===== src/design/srlg_pkg.sv =====
// ----------------------------------------------------------------------------
// srlg_pkg
// Shared types, constants and helpers for the scaled linear ramp generator.
// ----------------------------------------------------------------------------
package srlg_pkg;

  localparam int unsigned WordBits  = 32;
  localparam int unsigned ValueBits = 31;
  localparam int unsigned StepBits  = 23;
  localparam int unsigned ExpBits   = 5;
  localparam int unsigned RateBits  = 16;
  localparam int unsigned MsBits    = 16;
  localparam int unsigned TopExp    = 31;
  localparam int unsigned MsPerS    = 1000;

  // x/1000 for any 32-bit x: multiply by ceil(2^38/1000), keep bits 38 and up
  localparam int unsigned          RecipBits  = 29;
  localparam int unsigned          RecipShift = 38;
  localparam logic [RecipBits-1:0] RecipMs    = RecipBits'(274877907);

  localparam logic [RateBits-1:0] RateReset = RateBits'(16000);

  // most negative target and the value it saturates to
  localparam logic [ValueBits-1:0] TargetMin = {1'b1, {(ValueBits-1){1'b0}}};
  localparam logic [ValueBits-1:0] TargetSat = {1'b1, {(ValueBits-2){1'b0}}, 1'b1};

  typedef enum logic [1:0] {
    KindTick  = 2'd0,
    KindStart = 2'd1,
    KindStop  = 2'd2,
    KindNone  = 2'd3
  } kind_e;

  // classified command word
  typedef struct packed {
    kind_e                        kind;
    logic                         jump;    // start with zero duration
    logic signed [ValueBits-1:0]  target;  // already saturated
    logic [MsBits-1:0]            ms;
  } cmd_t;

  typedef struct packed {
    logic                 start;
    logic [WordBits-1:0]  dividend;
    logic [StepBits-1:0]  divisor;
  } div_req_t;

  typedef struct packed {
    logic                 busy;
    logic                 done;
    logic [WordBits-1:0]  quot;
  } div_rsp_t;

  // accumulator / 2^e, truncated toward zero
  function automatic logic signed [WordBits-1:0] cur_value(
    input logic [WordBits-1:0] acc,
    input logic [ExpBits-1:0]  e
  );
    logic [WordBits-1:0]      bias;
    logic signed [WordBits:0] sum;
    bias = (WordBits'(1) << e) - WordBits'(1);
    if (acc[WordBits-1]) begin
      sum = $signed({acc[WordBits-1], acc}) + $signed({1'b0, bias});
    end else begin
      sum = $signed({1'b0, acc});
    end
    return WordBits'(sum >>> e);
  endfunction

  function automatic logic [WordBits:0] abs33(input logic signed [WordBits:0] x);
    return x[WordBits] ? (WordBits+1)'(-x) : (WordBits+1)'(x);
  endfunction

endpackage


===== src/design/srlg_front.sv =====
// ----------------------------------------------------------------------------
// srlg_front
// Accepts command words, decodes and saturates them, queues them for the back.
// ----------------------------------------------------------------------------
module srlg_front #(
  parameter int unsigned Depth = 2
) (
  input  logic                                  clk_i,
  input  logic                                  rst_ni,
  input  logic                                  push,
  output logic                                  full,
  input  logic [1:0]                            kind_i,
  input  logic signed [srlg_pkg::ValueBits-1:0] target_i,
  input  logic [srlg_pkg::MsBits-1:0]           duration_ms_i,
  output srlg_pkg::cmd_t                        cmd_o,
  output logic                                  cmd_valid_o,
  input  logic                                  cmd_pop_i
);

  localparam int unsigned PtrW = (Depth > 1) ? $clog2(Depth) : 1;
  localparam int unsigned CntW = $clog2(Depth + 1);

  srlg_pkg::cmd_t      mem_q [Depth];
  logic [PtrW-1:0]     wr_ptr_q, rd_ptr_q;
  logic [CntW-1:0]     cnt_q;
  srlg_pkg::cmd_t      cmd_new;
  logic                wr_en, rd_en;

  always_comb begin
    cmd_new.kind   = srlg_pkg::kind_e'(kind_i);
    cmd_new.jump   = (duration_ms_i == '0);
    cmd_new.target = (target_i == srlg_pkg::TargetMin) ? srlg_pkg::TargetSat : target_i;
    cmd_new.ms     = duration_ms_i;
  end

  assign full        = (cnt_q == CntW'(Depth));
  assign cmd_valid_o = (cnt_q != '0);
  assign cmd_o       = mem_q[rd_ptr_q];
  assign wr_en       = push && !full;
  assign rd_en       = cmd_pop_i && cmd_valid_o;

  always_ff @(posedge clk_i) begin
    if (wr_en) begin
      mem_q[wr_ptr_q] <= cmd_new;
    end
  end

  always_ff @(posedge clk_i or negedge rst_ni) begin
    if (!rst_ni) begin
      wr_ptr_q <= '0;
      rd_ptr_q <= '0;
      cnt_q    <= '0;
    end else begin
      if (wr_en) begin
        wr_ptr_q <= (wr_ptr_q == PtrW'(Depth - 1)) ? '0 : wr_ptr_q + PtrW'(1);
      end
      if (rd_en) begin
        rd_ptr_q <= (rd_ptr_q == PtrW'(Depth - 1)) ? '0 : rd_ptr_q + PtrW'(1);
      end
      if (wr_en && !rd_en) begin
        cnt_q <= cnt_q + CntW'(1);
      end else if (rd_en && !wr_en) begin
        cnt_q <= cnt_q - CntW'(1);
      end
    end
  end

endmodule


===== src/design/srlg_div.sv =====
// ----------------------------------------------------------------------------
// srlg_div
// Unsigned restoring divider, one quotient bit per cycle.
// ----------------------------------------------------------------------------
module srlg_div (
  input  logic               clk_i,
  input  logic               rst_ni,
  input  srlg_pkg::div_req_t req_i,
  output srlg_pkg::div_rsp_t rsp_o
);

  localparam int unsigned W    = srlg_pkg::WordBits;
  localparam int unsigned RW   = srlg_pkg::StepBits;
  localparam int unsigned CntW = $clog2(W + 1);

  logic [W-1:0]    q_q;
  logic [RW-1:0]   rem_q;
  logic [RW-1:0]   div_q;
  logic [CntW-1:0] cnt_q;
  logic            busy_q, done_q;
  logic [RW:0]     trial;
  logic            ge;

  assign trial = {rem_q, q_q[W-1]};
  assign ge    = (trial >= {1'b0, div_q});

  always_ff @(posedge clk_i or negedge rst_ni) begin
    if (!rst_ni) begin
      busy_q <= 1'b0;
      done_q <= 1'b0;
      cnt_q  <= '0;
      q_q    <= '0;
      rem_q  <= '0;
      div_q  <= '0;
    end else begin
      done_q <= 1'b0;
      if (req_i.start && !busy_q) begin
        busy_q <= 1'b1;
        cnt_q  <= CntW'(W);
        q_q    <= req_i.dividend;
        rem_q  <= '0;
        div_q  <= req_i.divisor;
      end else if (busy_q) begin
        rem_q <= ge ? RW'(trial - {1'b0, div_q}) : RW'(trial);
        q_q   <= {q_q[W-2:0], ge};
        cnt_q <= cnt_q - CntW'(1);
        if (cnt_q == CntW'(1)) begin
          busy_q <= 1'b0;
          done_q <= 1'b1;
        end
      end
    end
  end

  assign rsp_o.busy = busy_q;
  assign rsp_o.done = done_q;
  assign rsp_o.quot = q_q;

endmodule


===== src/design/srlg_back.sv =====
// ----------------------------------------------------------------------------
// srlg_back
// Executes queued commands on the ramp state and holds the result word.
// ----------------------------------------------------------------------------
module srlg_back (
  input  logic                                clk_i,
  input  logic                                rst_ni,
  input  srlg_pkg::cmd_t                      cmd_i,
  input  logic                                cmd_valid_i,
  output logic                                cmd_pop_o,
  input  logic [srlg_pkg::RateBits-1:0]       rate_i,
  output srlg_pkg::div_req_t                  div_req_o,
  input  srlg_pkg::div_rsp_t                  div_rsp_i,
  output logic                                empty,
  input  logic                                pop,
  output logic signed [srlg_pkg::ValueBits-1:0] value_o,
  output logic                                done_res_o
);

  localparam int unsigned W    = srlg_pkg::WordBits;
  localparam int unsigned SW   = srlg_pkg::StepBits;
  localparam int unsigned EW   = srlg_pkg::ExpBits;
  localparam int unsigned VW   = srlg_pkg::ValueBits;
  localparam int unsigned TopW = srlg_pkg::TopExp;
  localparam int unsigned RB   = srlg_pkg::RecipBits;
  localparam int unsigned RS   = srlg_pkg::RecipShift;

  typedef enum logic [3:0] {
    StIdle, StCur, StPrep, StLzc, StScale, StDivI, StWaitI, StRes
  } state_e;

  state_e           state_q;
  srlg_pkg::cmd_t   cmd_q;
  logic [W-1:0]     acc_q, fin_q, inc_q;
  logic [SW-1:0]    steps_q;
  logic [EW-1:0]    exp_q, lzc_q;
  logic signed [W-1:0] cur_q;
  logic [W-1:0]     prod_q;
  logic signed [W:0] diff_q;
  logic [TopW-1:0]  sh_q;
  logic [W-1:0]     mag_q;
  logic             neg_q;
  logic [VW-1:0]    res_val_q;
  logic             res_done_q, res_vld_q;

  logic signed [W-1:0] tgt32;
  logic signed [W:0]   diff_d;
  logic [W:0]          mag_or;
  logic signed [W+1:0] sdiff;
  logic [W+1:0]        sdiff_mag;
  logic signed [W-1:0] now_val;
  logic [W+RB-1:0]     steps_prod;
  logic                res_load;

  always_comb begin
    tgt32     = {cmd_q.target[VW-1], cmd_q.target};
    diff_d    = $signed({tgt32[W-1], tgt32}) - $signed({cur_q[W-1], cur_q});
    if (cmd_q.jump) begin
      mag_or = srlg_pkg::abs33({tgt32[W-1], tgt32});
    end else begin
      mag_or = srlg_pkg::abs33(diff_d) | srlg_pkg::abs33({cur_q[W-1], cur_q})
             | srlg_pkg::abs33({tgt32[W-1], tgt32});
    end
    sdiff     = $signed({diff_q[W], diff_q}) <<< lzc_q;
    sdiff_mag = sdiff[W+1] ? (W+2)'(-sdiff) : (W+2)'(sdiff);
    now_val   = srlg_pkg::cur_value(acc_q, exp_q);
    // ms*rate/1000 by reciprocal multiply
    steps_prod = (W+RB)'(prod_q) * (W+RB)'(srlg_pkg::RecipMs);
  end

  assign cmd_pop_o = (state_q == StIdle) && cmd_valid_i;

  assign div_req_o.start    = (state_q == StDivI);
  assign div_req_o.dividend = mag_q;
  assign div_req_o.divisor  = steps_q;

  assign res_load   = (state_q == StRes) && (!res_vld_q || pop);
  assign empty      = !res_vld_q;
  assign value_o    = res_val_q;
  assign done_res_o = res_done_q;

  always_ff @(posedge clk_i or negedge rst_ni) begin
    if (!rst_ni) begin
      state_q    <= StIdle;
      cmd_q      <= '0;
      acc_q      <= '0;
      fin_q      <= '0;
      inc_q      <= '0;
      steps_q    <= '0;
      exp_q      <= '0;
      lzc_q      <= '0;
      cur_q      <= '0;
      prod_q     <= '0;
      diff_q     <= '0;
      sh_q       <= '0;
      mag_q      <= '0;
      neg_q      <= 1'b0;
      res_val_q  <= '0;
      res_done_q <= 1'b0;
      res_vld_q  <= 1'b0;
    end else begin
      if (res_load) begin
        res_vld_q <= 1'b1;
      end else if (pop && res_vld_q) begin
        res_vld_q <= 1'b0;
      end
      unique case (state_q)
        StIdle: begin
          if (cmd_valid_i) begin
            cmd_q <= cmd_i;
            unique case (cmd_i.kind)
              srlg_pkg::KindTick: begin
                if (steps_q > SW'(1)) begin
                  acc_q   <= acc_q + inc_q;
                  steps_q <= steps_q - SW'(1);
                end else if (steps_q == SW'(1)) begin
                  acc_q   <= fin_q << exp_q;
                  steps_q <= '0;
                end
                state_q <= StRes;
              end
              srlg_pkg::KindStart: state_q <= StCur;
              srlg_pkg::KindStop: begin
                steps_q <= '0;
                inc_q   <= '0;
                state_q <= StRes;
              end
              srlg_pkg::KindNone: state_q <= StRes;
              default: state_q <= StRes;
            endcase
          end
        end
        StCur: begin
          cur_q   <= now_val;
          prod_q  <= W'(cmd_q.ms) * W'(rate_i);
          fin_q   <= tgt32;
          state_q <= StPrep;
        end
        StPrep: begin
          diff_q  <= diff_d;
          lzc_q   <= '0;
          sh_q    <= mag_or[TopW-1:0];
          steps_q <= steps_prod[RS +: SW] + SW'(1);
          state_q <= (mag_or[W:TopW] != '0) ? StScale : StLzc;
        end
        StLzc: begin
          // one leading-zero position per cycle; all-zero stops at the top exponent
          if (sh_q[TopW-1] || (lzc_q == EW'(srlg_pkg::TopExp))) begin
            state_q <= StScale;
          end else begin
            sh_q  <= sh_q << 1;
            lzc_q <= lzc_q + EW'(1);
          end
        end
        StScale: begin
          exp_q <= lzc_q;
          if (cmd_q.jump) begin
            acc_q   <= tgt32 << lzc_q;
            steps_q <= '0;
            inc_q   <= '0;
            state_q <= StRes;
          end else begin
            acc_q   <= cur_q << lzc_q;
            mag_q   <= sdiff_mag[W-1:0];
            neg_q   <= sdiff[W+1];
            state_q <= StDivI;
          end
        end
        StDivI: state_q <= StWaitI;
        StWaitI: begin
          if (div_rsp_i.done) begin
            inc_q   <= neg_q ? W'(-div_rsp_i.quot) : div_rsp_i.quot;
            state_q <= StRes;
          end
        end
        StRes: begin
          if (res_load) begin
            res_val_q  <= now_val[VW-1:0];
            res_done_q <= (steps_q == '0);
            state_q    <= StIdle;
          end
        end
        default: state_q <= StIdle;
      endcase
    end
  end

endmodule


===== src/design/scaled_linear_ramp_generator.sv =====
// ----------------------------------------------------------------------------
// scaled_linear_ramp_generator
// Setpoint ramp with a power-of-two scaled accumulator, driven by tick,
// start and stop command words.
// ----------------------------------------------------------------------------
//
//  channel   direction  handshake            payload
//  --------  ---------  -------------------  --------------------------------
//  command   in         push / full          kind_i, target_i, duration_ms_i
//  result    out        empty / pop          value_o, done_res_o
//  config    in         cfg_we_i (no wait)   cfg_wdata_i = tick rate in Hz
//
//  A tick, stop or unused command goes straight to the result state once taken;
//  its result is registered there when the result slot is free. A start runs
//  a leading-zero scan when needed, then one run of the serial divider (scaled
//  difference / steps); the step count, ms*rate/1000 plus one, comes from a
//  reciprocal multiply. A jump skips the divider.
//  Reset clears all ramp state and the queues at once; no clearing pass.
//  A held result stalls only the back end; the front keeps taking words
//  until its command queue is full.
//
module scaled_linear_ramp_generator #(
  parameter int unsigned CmdDepth = 2
) (
  input  logic                                  clk_i,
  input  logic                                  rst_ni,
  input  logic                                  push,
  output logic                                  full,
  input  logic [1:0]                            kind_i,
  input  logic signed [srlg_pkg::ValueBits-1:0] target_i,
  input  logic [srlg_pkg::MsBits-1:0]           duration_ms_i,
  output logic                                  empty,
  input  logic                                  pop,
  output logic signed [srlg_pkg::ValueBits-1:0] value_o,
  output logic                                  done_res_o,
  input  logic                                  cfg_we_i,
  input  logic [srlg_pkg::RateBits-1:0]         cfg_wdata_i
);

  // tick rate register
  logic [srlg_pkg::RateBits-1:0] rate_q;

  always_ff @(posedge clk_i or negedge rst_ni) begin
    if (!rst_ni) begin
      rate_q <= srlg_pkg::RateReset;
    end else if (cfg_we_i) begin
      rate_q <= cfg_wdata_i;
    end
  end

  srlg_pkg::cmd_t     cmd;
  logic               cmd_valid, cmd_pop;
  srlg_pkg::div_req_t div_req;
  srlg_pkg::div_rsp_t div_rsp;

  // front: decode, saturate, queue
  srlg_front #(
    .Depth (CmdDepth)
  ) u_front (
    .clk_i         (clk_i),
    .rst_ni        (rst_ni),
    .push          (push),
    .full          (full),
    .kind_i        (kind_i),
    .target_i      (target_i),
    .duration_ms_i (duration_ms_i),
    .cmd_o         (cmd),
    .cmd_valid_o   (cmd_valid),
    .cmd_pop_i     (cmd_pop)
  );

  // back: ramp state and sequencing
  srlg_back u_back (
    .clk_i       (clk_i),
    .rst_ni      (rst_ni),
    .cmd_i       (cmd),
    .cmd_valid_i (cmd_valid),
    .cmd_pop_o   (cmd_pop),
    .rate_i      (rate_q),
    .div_req_o   (div_req),
    .div_rsp_i   (div_rsp),
    .empty       (empty),
    .pop         (pop),
    .value_o     (value_o),
    .done_res_o  (done_res_o)
  );

  // serial divider for the step increment
  srlg_div u_div (
    .clk_i  (clk_i),
    .rst_ni (rst_ni),
    .req_i  (div_req),
    .rsp_o  (div_rsp)
  );

  // divider is only started when free
  assert property (@(posedge clk_i) disable iff (!rst_ni)
    div_req.start |-> !div_rsp.busy)
    else $error("divider started while busy");

  // back never takes a word from an empty queue
  assert property (@(posedge clk_i) disable iff (!rst_ni)
    cmd_pop |-> cmd_valid)
    else $error("command popped from empty queue");

  // an accepted word is visible to the back on the next cycle
  assert property (@(posedge clk_i) disable iff (!rst_ni)
    (push && !full) |=> cmd_valid)
    else $error("accepted command lost");

  // a divider result only arrives while the back waits for one
  assert property (@(posedge clk_i) disable iff (!rst_ni)
    div_rsp.done |-> $past(div_rsp.busy))
    else $error("divider done without a run");

endmodule

===== config.mk =====
export PLATFORM = sky130hd
export DESIGN_NAME = scaled_linear_ramp_generator
export DESIGN_NICKNAME = d
export VERILOG_FILES = /design/src/design/srlg_pkg.sv /design/src/design/srlg_front.sv /design/src/design/srlg_div.sv /design/src/design/srlg_back.sv /design/src/design/scaled_linear_ramp_generator.sv
export SDC_FILE = /design/constraint.sdc
export NUM_CORES = 2
export LEC_CHECK = 0
export ABC_AREA = 1
export BUFFER_PORTS_ARGS = -buffer_cell sky130_fd_sc_hd__buf_2
export CORE_ASPECT_RATIO = 1.75
export CORE_UTILIZATION = 29
export CTS_CLUSTER_SIZE = 24
export DETAILED_ROUTE_END_ITERATION = 10
export PLACE_DENSITY = 0.51
export SLEW_MARGIN = 20
export SYNTH_ARGS = -nofsm -noshare
export SYNTH_HDL_FRONTEND = slang
export SYNTH_HIERARCHICAL = 1
export SYNTH_SLANG_ARGS = --single-unit

===== constraint.sdc =====
create_clock -name clk_i -period 8.07 [get_ports clk_i]
set_input_delay 1.614 -clock clk_i [delete_from_list [all_inputs] [get_ports clk_i]]
set_output_delay 1.614 -clock clk_i [all_outputs]
set_load 0.02 [all_outputs]

# Yosys cells after proc, flatten, opt, wreduce, memory -nomap -nowiden
# Memories as Yosys holds them, arrays and structs flattened.
# Cells that the tools add are included.
totals:
  input_bits: 70
  out_inout_bits: 34
  regBits: 480
  elab_cells: 182
  mem_bits_rw: 100
  mem_count: 1
mem_list:
  columns: ["name", "depth", "width", "rd", "rd_ports_with_merged_regs", "wr", "line", "rtl"]
  rows:
  - ["u_front.mem_q", 2, 50, 1, 0, 1, "srlg_front.sv:23", "srlg_pkg::cmd_t mem_q [Depth];"]
classes:
  n_lt_le_gt_ge: 2
  mux: 58
  n_reduce_logical: 37
  mul: 2
  bitwise: 3
  eq_ne: 26
  shifts: 6
  addsub: 18
op_table:
  columns: ["op", "count"]
  rows:
  - ["32-bit 2-to-1 mux", 13]
  - ["33-bit 2-to-1 mux", 5]
  - ["23-bit 2-to-1 mux", 7]
  - ["32-bit one-hot mux with 3 select lines", 1]
  - ["32-bit by 5-bit left shift with 32-bit output", 3]
  - ["23-bit one-hot mux with 3 select lines", 1]
  - ["33-bit bitwise OR", 2]
  - ["32-bit negation", 2]
  - ["32-bit one-hot mux with 2 select lines", 1]
  - ["31-bit 2-to-1 mux", 2]
  - ["31-bit one-hot mux with 2 select lines", 1]
  - ["32-bit by 29-bit multiplier with 61-bit output (second input constant)", 1]
  - ["23-bit one-hot mux with 2 select lines", 1]
  - ["33-bit by 5-bit <<< shifter with 34-bit output", 1]
  - ["32-bit by 33-bit adder with 33-bit output", 1]
  - ["31-bit negation with 33-bit output", 1]
  - ["32-bit negation with 33-bit output", 1]
  - ["33-bit negation", 1]
  - ["33-bit by 5-bit >>> shifter with 32-bit output", 1]
  - ["31-bit by 32-bit subtractor with 33-bit output", 1]
  - ["32-bit adder", 1]
  - ["16-bit by 16-bit multiplier with 32-bit output", 1]
  - ["4-bit one-hot mux with 8 select lines", 1]
  - ["1-bit by 5-bit left shift with 32-bit output (first input constant)", 1]
  - ["46 further kinds", 101]

# Longest topological paths before layout
logic_depth:
  word_depth: 9
  mapped_depth: 38

# Modules after synthesis
# Netlist, hierarchy kept.
modules_own_cells:
  columns: ["module", "area_each_um2", "cells_per_inst", "seq_area_each_um2", "instances"]
  rows:
  - ["srlg_back", 58523.6, 8540, 9334.0, 1]
  - ["srlg_div", 5412.7, 779, 2152.1, 1]
  - ["srlg_front", 4116.4, 358, 3103.0, 1]
  - ["scaled_linear_ramp_generator", 651.9, 68, 407.9, 1]

# Least setup slack after synthesis
# OpenSTA, ideal clock, no wires.
synth_timing:
  kind: "register to register"
  start: "register u_back.prod_q[20]"
  end: "register u_back.steps_q[10]"
  arrival_time_ps: 6489
  setup_time_ps: 77
  path_slack_ps: 1503
  stages_incl_launch_ff: 34
  cell_sequence: "dfrtp_1 -> ha_1 -> fa_1 -> fa_1 -> inv_1 -> fa_1 -> inv_1 -> fa_1 -> inv_1 -> fa_1 -> inv_1 -> fa_1 -> inv_1 -> fa_1 -> inv_1 -> ha_1 -> nand2_1 -> nor2_1 -> inv_1 -> nor2_1 -> inv_1 -> nor2_1 -> nand3_1 -> nand3_1 -> nand2_1 -> nand2_1 -> ha_1 -> nand2_1 -> nor2_4 -> nand3_1 -> nor2_2 -> xnor2_1 -> nand2_1 -> a21oi_1"
synth_between:
  elab_chain_cells: 3
synth_rtl:
  columns: ["item", "line", "rtl"]
  rows:
  - ["from (decl)", "srlg_back.sv:38", "logic [W-1:0] prod_q;"]
  - ["from (signal assigned)", "srlg_back.sv:135", "prod_q <= W'(cmd_q.ms) * W'(rate_i);"]
  - ["32-bit by 29-bit multiplier with 61-bit output", "srlg_back.sv:68", "steps_prod = (W+RB)'(prod_q) * (W+RB)'(srlg_pkg::RecipMs);"]
  - ["23-bit by 1-bit adder with 23-bit output", "srlg_back.sv:143", "steps_q <= steps_prod[RS +: SW] + SW'(1);"]
  - ["23-bit one-hot mux with 3 select lines", "srlg_back.sv:107", "unique case (state_q)"]
  - ["to (signal assigned)", "srlg_back.sv:115", "steps_q <= steps_q - SW'(1);"]
  - ["to (signal assigned)", "srlg_back.sv:143", null]
  - ["to (decl)", "srlg_back.sv:35", "logic [SW-1:0] steps_q;"]
# Every way passes these cells.
# A chain may end at the register's enable or synchronous reset.

# Final worst setup path
layout_timing:
  start: "register u_back.prod_q[15]"
  end: "register u_back.steps_q[17]"
# Same word-level chain as after synthesis.

==> results_dict.tcl <==
set metrics [dict create \
    antenna_found_initial 13 \
    viasPerCell 4.982 \
    postLayoutCoreUtil_pct 31.72 \
    timing.fmax_mhz 130.3 \
    syn2layout_area_growth_pct 8.932 \
    path_class "flip-flop to flip-flop" \
    coreArea_um2 235900 \
    dr.pass1.iters 7 \
    ioPinCount 104 \
    drv_slew 0 \
    synth_nets 10940 \
    slew_headroom_pct 22.22 \
    worst_path_most_repeated_cell "fa_1" \
    slowest_stage "dfrtp_1" \
    cts_buffers 67 \
    startpoint_type "flip-flop" \
    critPathCaptureType "flip-flop" \
    die-area_um2 238900 \
    die_h_um 645.9 \
    worst_pin_slew_ns 1.137 \
    grt.total_usage_pct 23.11 \
    drtIter0Drc 3909 \
    post_cts_buffers 0 \
    cts_resized 0 \
    setup_violations 0 \
    hp-class "flip-flop to flip-flop" \
    num_vias 63780 \
    rsz0062_at_grt "no" \
    clk_pin_slew_worst_paths_ns 0.07 \
    crit_family "adder cells" \
    slowest_delay_ns 0.69 \
    finalCritPeriodShare_pct 95.11 \
    detail-route-antenna-nets 0 \
    status "completed" \
    start_util_pct 29.12 \
    worstPathRequired_ns 8.65 \
    wl_per_cell_um 21.84 \
    most-common-layout-cells "nand2_1 (2,851), inv_1 (1,575), nor2_1 (658)" \
    htree_num_levels 3 \
    avgSynthCellArea_um2 7.050 \
    wl_met3_um 9306 \
    fin_tns_setup_ns 0 \
    clockRootBuffer "clkbuf_16" \
    wl_met1_um 103600 \
    numClockSinks 579 \
    cts_tree "yes" \
    cts_max_path_buffers 3 \
    place_congestion 0.9957 \
    grt_first_pass_wirelength_um 414200 \
    rows 236 \
    syn_area_um2 68700 \
    drive_above_1_share_pct 5.498 \
    layout_commonest_cell "nand2_1" \
    gr-total-overflow 0 \
    hold_ws_ns 0.4789 \
    crit_path_max_fanout 9 \
    post-route-min-period_ns 7.675 \
    syn_inst 9744 \
    nNetsFinal 10830 \
    crit_buf_inv 5 \
    cp.arrival_ns 8.26 \
    grt_start_max_net_pins 150 \
    cts_hold_buf 0 \
    hold_violations 0 \
    die_width_um 369.9 \
    clk_latency_ns 0.69 \
    drc 0 \
    yosysWarningCount 6 \
    grt_pass1_vias 65390 \
    hpwl_um 233200 \
    fin_skew_ns 0.04695 \
    wirelength_um 279600 \
    top_layer "met4" \
    portBuffers 103 \
    maxCapViolations 0 \
    detailroute.wirelength.met2_um 145100 \
]
-- state kept, by name (all words and copies together), names as in the netlist, 31 cells and up --
name / cells
u_div/q_q: 32
u_back/mag_q: 32
u_back/cmd_q: 48
u_back/acc_q: 32
u_back/sh_q: 31
u_back/diff_q: 33
u_back/value_o: 31
u_front/mem_q: 100
u_back/prod_q: 32
u_back/inc_q: 32
u_back/cur_q: 32
u_back/fin_q: 31
-- stage by stage --
step           worst slack [ns]  instance area [um^2]  cells
6_report                 0.3948                 74830  12800
5_1_grt                 0.01022                 74820  12800
4_1_cts                  0.4341                 74790  12790
3_5_place_dp             0.5028                 72400  12670
3_3_place_gp             0.4793                 72360  12670
2_1_floorplan             1.503                 68700   9744
-- metal layers --
metal  track usage [%]  vias up
li1                  -    30640
met1             24.57    30830
met2             43.01     1700
met3             2.089      607
met4             15.16        0
met5                 0        -
-- final timing paths --
kind | from | end | slack, ns | cells after the start
hold / removal | u_back/mag_q[24] | u_div/q_q[24] | 0.48 | 2
max in group asynchronous | rst_ni | u_back/mag_q[8] | 5.14 | 3
setup / recovery | u_back/prod_q[15] | u_back/steps_q[17] | 0.39 | 28
min in group asynchronous | rst_ni | u_back/inc_q[7] | 0.91 | 1
setup reg to reg | u_back/prod_q[15] | u_back/steps_q[17] | 0.39 | 28
hold reg to reg | u_back/mag_q[24] | u_div/q_q[24] | 0.48 | 2
-- worst min-delay path: stages, from the launching register on --
cell     delay [ns]
dfrtp_1        0.35
nand2_1        0.06
nand2_1        0.05
-- area by class of cell --
type | count | area (um^2)
Sequential cell | 579 | 15010
Antenna cell | 14 | 35.03
Fill cell | 25680 | 161100
Multi-Input combinational cell | 7166 | 46050
Clock inverter | 47 | 641.9
Timing Repair Buffer | 217 | 1418
Tap cell | 3094 | 3871
Inverter | 1610 | 6052
Clock buffer | 76 | 1750
Power is not shown: default switching activity piles up to over one toggle a cycle in this logic, so the estimate is an artifact.
